==> config.mk <==
export PLATFORM = sky130hd
export DESIGN_NAME = hjct_ram
export DESIGN_NICKNAME = d
export VERILOG_FILES = /design/src/design/hjct_ram.sv
export SDC_FILE = /design/constraint.sdc
export NUM_CORES = 1
export LEC_CHECK = 0
export BUFFER_PORTS_ARGS = -buffer_cell sky130_fd_sc_hd__buf_4
export CORE_MARGIN = 5
export CORE_UTILIZATION = 25
export DETAILED_ROUTE_END_ITERATION = 16
export GPL_TIMING_DRIVEN = 0
export PLACE_DENSITY_LB_ADDON = 0.3
export SYNTH_ARGS = -nofsm -noshare
export SYNTH_HDL_FRONTEND = slang
export SYNTH_SLANG_ARGS = --single-unit
export TNS_END_PERCENT = 100
==> constraint.sdc <==
create_clock -name clk_i -period 1.37 [get_ports clk_i]
set_input_delay 0.274 -clock clk_i [delete_from_list [all_inputs] [get_ports clk_i]]
set_output_delay 0.274 -clock clk_i [all_outputs]
set_load 0.1 [all_outputs]
==> src/design/hjct_ram.sv <==
module hjct_ram #(
  parameter int unsigned Width = 8,
  parameter int unsigned Depth = 2
) (
  input  logic                     clk_i,
  input  logic                     we_i,
  input  logic [$clog2(Depth)-1:0] waddr_i,
  input  logic [Width-1:0]         wdata_i,
  input  logic [$clog2(Depth)-1:0] raddr_i,
  output logic [Width-1:0]         rdata_o
);

  logic [Width-1:0] mem_q [Depth];
  logic [Width-1:0] rdata_q;

  always_ff @(posedge clk_i) begin
    if (we_i) begin
      mem_q[waddr_i] <= wdata_i;
    end
    rdata_q <= mem_q[raddr_i];
  end

  assign rdata_o = rdata_q;

endmodule

==> out/summary.md <==
The run finished with clean final reports. The critical setup path kind was reg -> out. Walking the worst path, the cells encountered are buf_4. Setup repair after global routing left no endpoint under its margin.

The sequential fraction of the synthesis area was 81.66%; the upper clock frequency limit was 0.8329 GHz. STA puts the critical path data arrival time at 0.93 ns. The share of final-layout standard cells stronger than drive strength 1 is 54.39%. The tools report the clock latency on the worst-skew pair as 0.30 ns.

For the post-place instance area, the log shows 974.7 um^2. The tree is rooted in a sky130_fd_sc_hd__clkbuf_4. The leakage power figure is 0.4017 nW. Main combinational cell family by area after synthesis: multiplexers.

The minimum period implied by the final worst setup slack was 1.201 ns; the remaining routing DRC violations was 0. The pin count of the biggest net entering global routing was 14; the top cell type's share of synthesized area was 61.24%. The detail route stage leaves a number of antenna-violating nets equal to 0.

The initialized floorplan defines 20 standard-cell rows. The first-pass GRT wire length is 1.587 mm, and the share of synthesized cell area in full adder, half adder and majority cells is 0%. The switching share of power was 26.85%; the power density over the cells was 1449 nW/um^2. The worst pin sits at a relative slew slack of 52.26%. The share of total power dissipated in the clock network is 23.9%. Data on the critical path is required at its endpoint by 1.10 ns. Post-placement worst setup slack: 0.04998 ns.

The final critical path takes up 87.64% of the cycle. The layout net count is 70. After detailed routing, the number of vias per cell comes to 3.406.

For this block, the initial DRC count from the detailed router was 0. The design internal power was 1.072 mW; the number of warnings reported in the yosys synthesis log was 0. For this run the aggregate overflow at the end of global routing stands at 0. On the critical path, the stage with the largest delay is an instance of sky130_fd_sc_hd__dfxtp_1.

The sequential share of power came out at 57.5%. Synthesis inferred 24 register bits. For the initial antenna violation count, the log shows 0. Number of I/O port buffers: 18. The tools report the largest clock skew in the final design as 0.001106 ns. The primary flip-flop cell chosen by synthesis mapping was sky130_fd_sc_hd__edfxtp_1. The maximum fanout count along the critical path was 1.

After Yosys synthesis, XOR and XNOR cells account for 0% of the synthesized area. Setup violations remaining at the end of the flow were counted as 0. Relative to the synthesized area, the layout overhead comes to 28.87%. At the pin with the least slew margin, the transition time is 0.7147 ns. The max-slew violation count is 0. The biggest area contributor in the post-synthesis netlist is sky130_fd_sc_hd__edfxtp_1.

Maximum VDD drop: 528.8 uV. The height of the chip was 66.02 um. Synthesized-area fraction occupied by and/or/nand/nor cells: 1.595%. The tools report the count of unique library cells instantiated by Yosys as 6. For the maximum buffer depth of the clock tree, the log shows 2.

Summing all non-filler instances in the final layout gives an area of 1011 um^2. Ranked by total cell area, the synthesized netlist is headed by sky130_fd_sc_hd__edfxtp_1 61%, sky130_fd_sc_hd__dfxtp_1 20%, sky130_fd_sc_hd__mux2_4 15%. The count of mapped cells out of synthesis is 35, and the worst path buffer plus inverter count is 1. The number of antenna diodes in the final layout is 0. Setup slack on the critical path of the routed design comes to 0.1693 ns. The sum of routed wire length over all layers is 1.010 mm, and the final-report hold violation count is 0.

The kind of capture point of the worst setup path is an output port. 20 I/O pins were placed. The run gives 24 as the number of sinks driven by the clock tree. The synthesized netlist devotes 0% of its cell area to compound gates. TritonCTS built the clock tree. The number of setup buffers added after CTS is 0.

The critical path launch point type is a flop. The commonest cells after synthesis are 16 x sky130_fd_sc_hd__edfxtp_1, 8 x sky130_fd_sc_hd__dfxtp_1, 8 x sky130_fd_sc_hd__mux2_4. The mux cell area share after synthesis was 15.31%.

From left edge to right edge, the die measures 66.02 um. The fraction of synthesis flops using an asynchronous set or reset pin works out to 0%. In the post-synthesis netlist, the cell with the most instances is sky130_fd_sc_hd__edfxtp_1. The die area is 4358 um^2, and the share of total power in combinational logic is 18.7%.

In this design, the largest share of critical-path delay is due to flip-flops. In this run the power spent charging and discharging nets is 393.3 uW. The detailed router placed 344 vias in this run.

Gates resized during post-CTS repair numbered 0. The longest individual stage delay on the worst path is 0.34 ns, and the number of buffers created by CTS is 3. The number of global-route vias before repair is 357, and the area of the mapped netlist is 784.5 um^2. The placer congestion estimate is 0.5595, and the starting density of the core is 25.91%. Clock-pin slew was measured on the worst setup and hold paths at 0.11 ns. H-tree depth reported by CTS: 1. The worst min-delay path class was in -> reg. Global routing used 5.518% of the available tracks across all layers. The number of buffers inserted by hold repair at cts is 0, and the count of TritonRoute iterations in the first routing pass is 1. Across the run, the number of max-cap violations was 0.

The logs give 33.39% for the post-layout utilization of the core and 47 for the number of nets produced by synthesis. The mean post-synth cell area is 22.41 um^2. The number of flops mapped to enable cells by yosys is 16.

The region available for standard cell placement spans 3028 um^2. The setup total negative slack is 0 ns, and the mean routed wirelength per cell is 10.00 um.
[final timing paths]
check,startpoint,to,slack (ns),cells past startpoint
hold reg to reg,mem_q[0][6]$_DFFE_PP_,rdata_o[6]$_DFF_P_,0.48,1
setup reg to reg,mem_q[0][0]$_DFFE_PP_,rdata_o[0]$_DFF_P_,0.62,1
setup / recovery,rdata_o[2]$_DFF_P_,rdata_o[2],0.17,1
hold / removal,wdata_i[0],mem_q[0][0]$_DFFE_PP_,0.15,1
[registers in the layout, indices dropped and copies added, names as in the netlist]
register  cells
rdata_o       8
mem_q        16
[layout by cell type (no fill, tap or decap)]
cell type	instances
sky130_fd_sc_hd__edfxtp_1	16
sky130_fd_sc_hd__mux2_4	8
sky130_fd_sc_hd__clkbuf_4	3
sky130_fd_sc_hd__and2_1	1
sky130_fd_sc_hd__buf_4	18
sky130_fd_sc_hd__nor2b_1	1
sky130_fd_sc_hd__clkbuf_8	1
sky130_fd_sc_hd__buf_6	1
sky130_fd_sc_hd__dfxtp_1	8
[power groups by stage]
stage | registers, mW | clock network (mW) | logic (mW)
after floorplan | 1.02 | 0 | 0.0499
after global placement | 0.858 | 0 | 0.275
after detailed placement | 0.859 | 0 | 0.277
after CTS | 0.843 | 0.379 | 0.277
after global routing | 0.849 | 0.409 | 0.281
final | 0.842 | 0.350 | 0.273
[final cells by class]
| type | instances | area [um^2] |
|---|---|---|
| buffer | 1 | 11.26 |
| clock buffer | 4 | 36.28 |
| fill | 303 | 2017 |
| multi-input combinational | 10 | 132.6 |
| sequential | 24 | 640.6 |
| tap | 44 | 55.05 |
| timing repair buffer | 18 | 135.1 |
[per-stage QoR]
step	power (mW)	hold WS [ns]	std cells
CTS	1.498	0.1246	101
finish	1.465	0.1463	101
global route	1.539	0.1026	101
floorplan	1.067	0.3729	35
detailed placement	1.136	0.4596	97
global placement	1.133	0.4532	97
[cell families after synthesis]
logic type	after synthesis
buffers and inverters	1
flip-flops	24
multiplexers	8
AND/OR/NAND/NOR	2
[per-layer routing]
metal	part of all wire, %	track usage, %	vias up
met5	0	0	-
met4	1.1	3.046	0
met3	12	4.422	2
met2	48	8.135	17
met1	38	5.437	153
li1	-	-	172
Note: power is estimated with default switching activity, not from simulation.
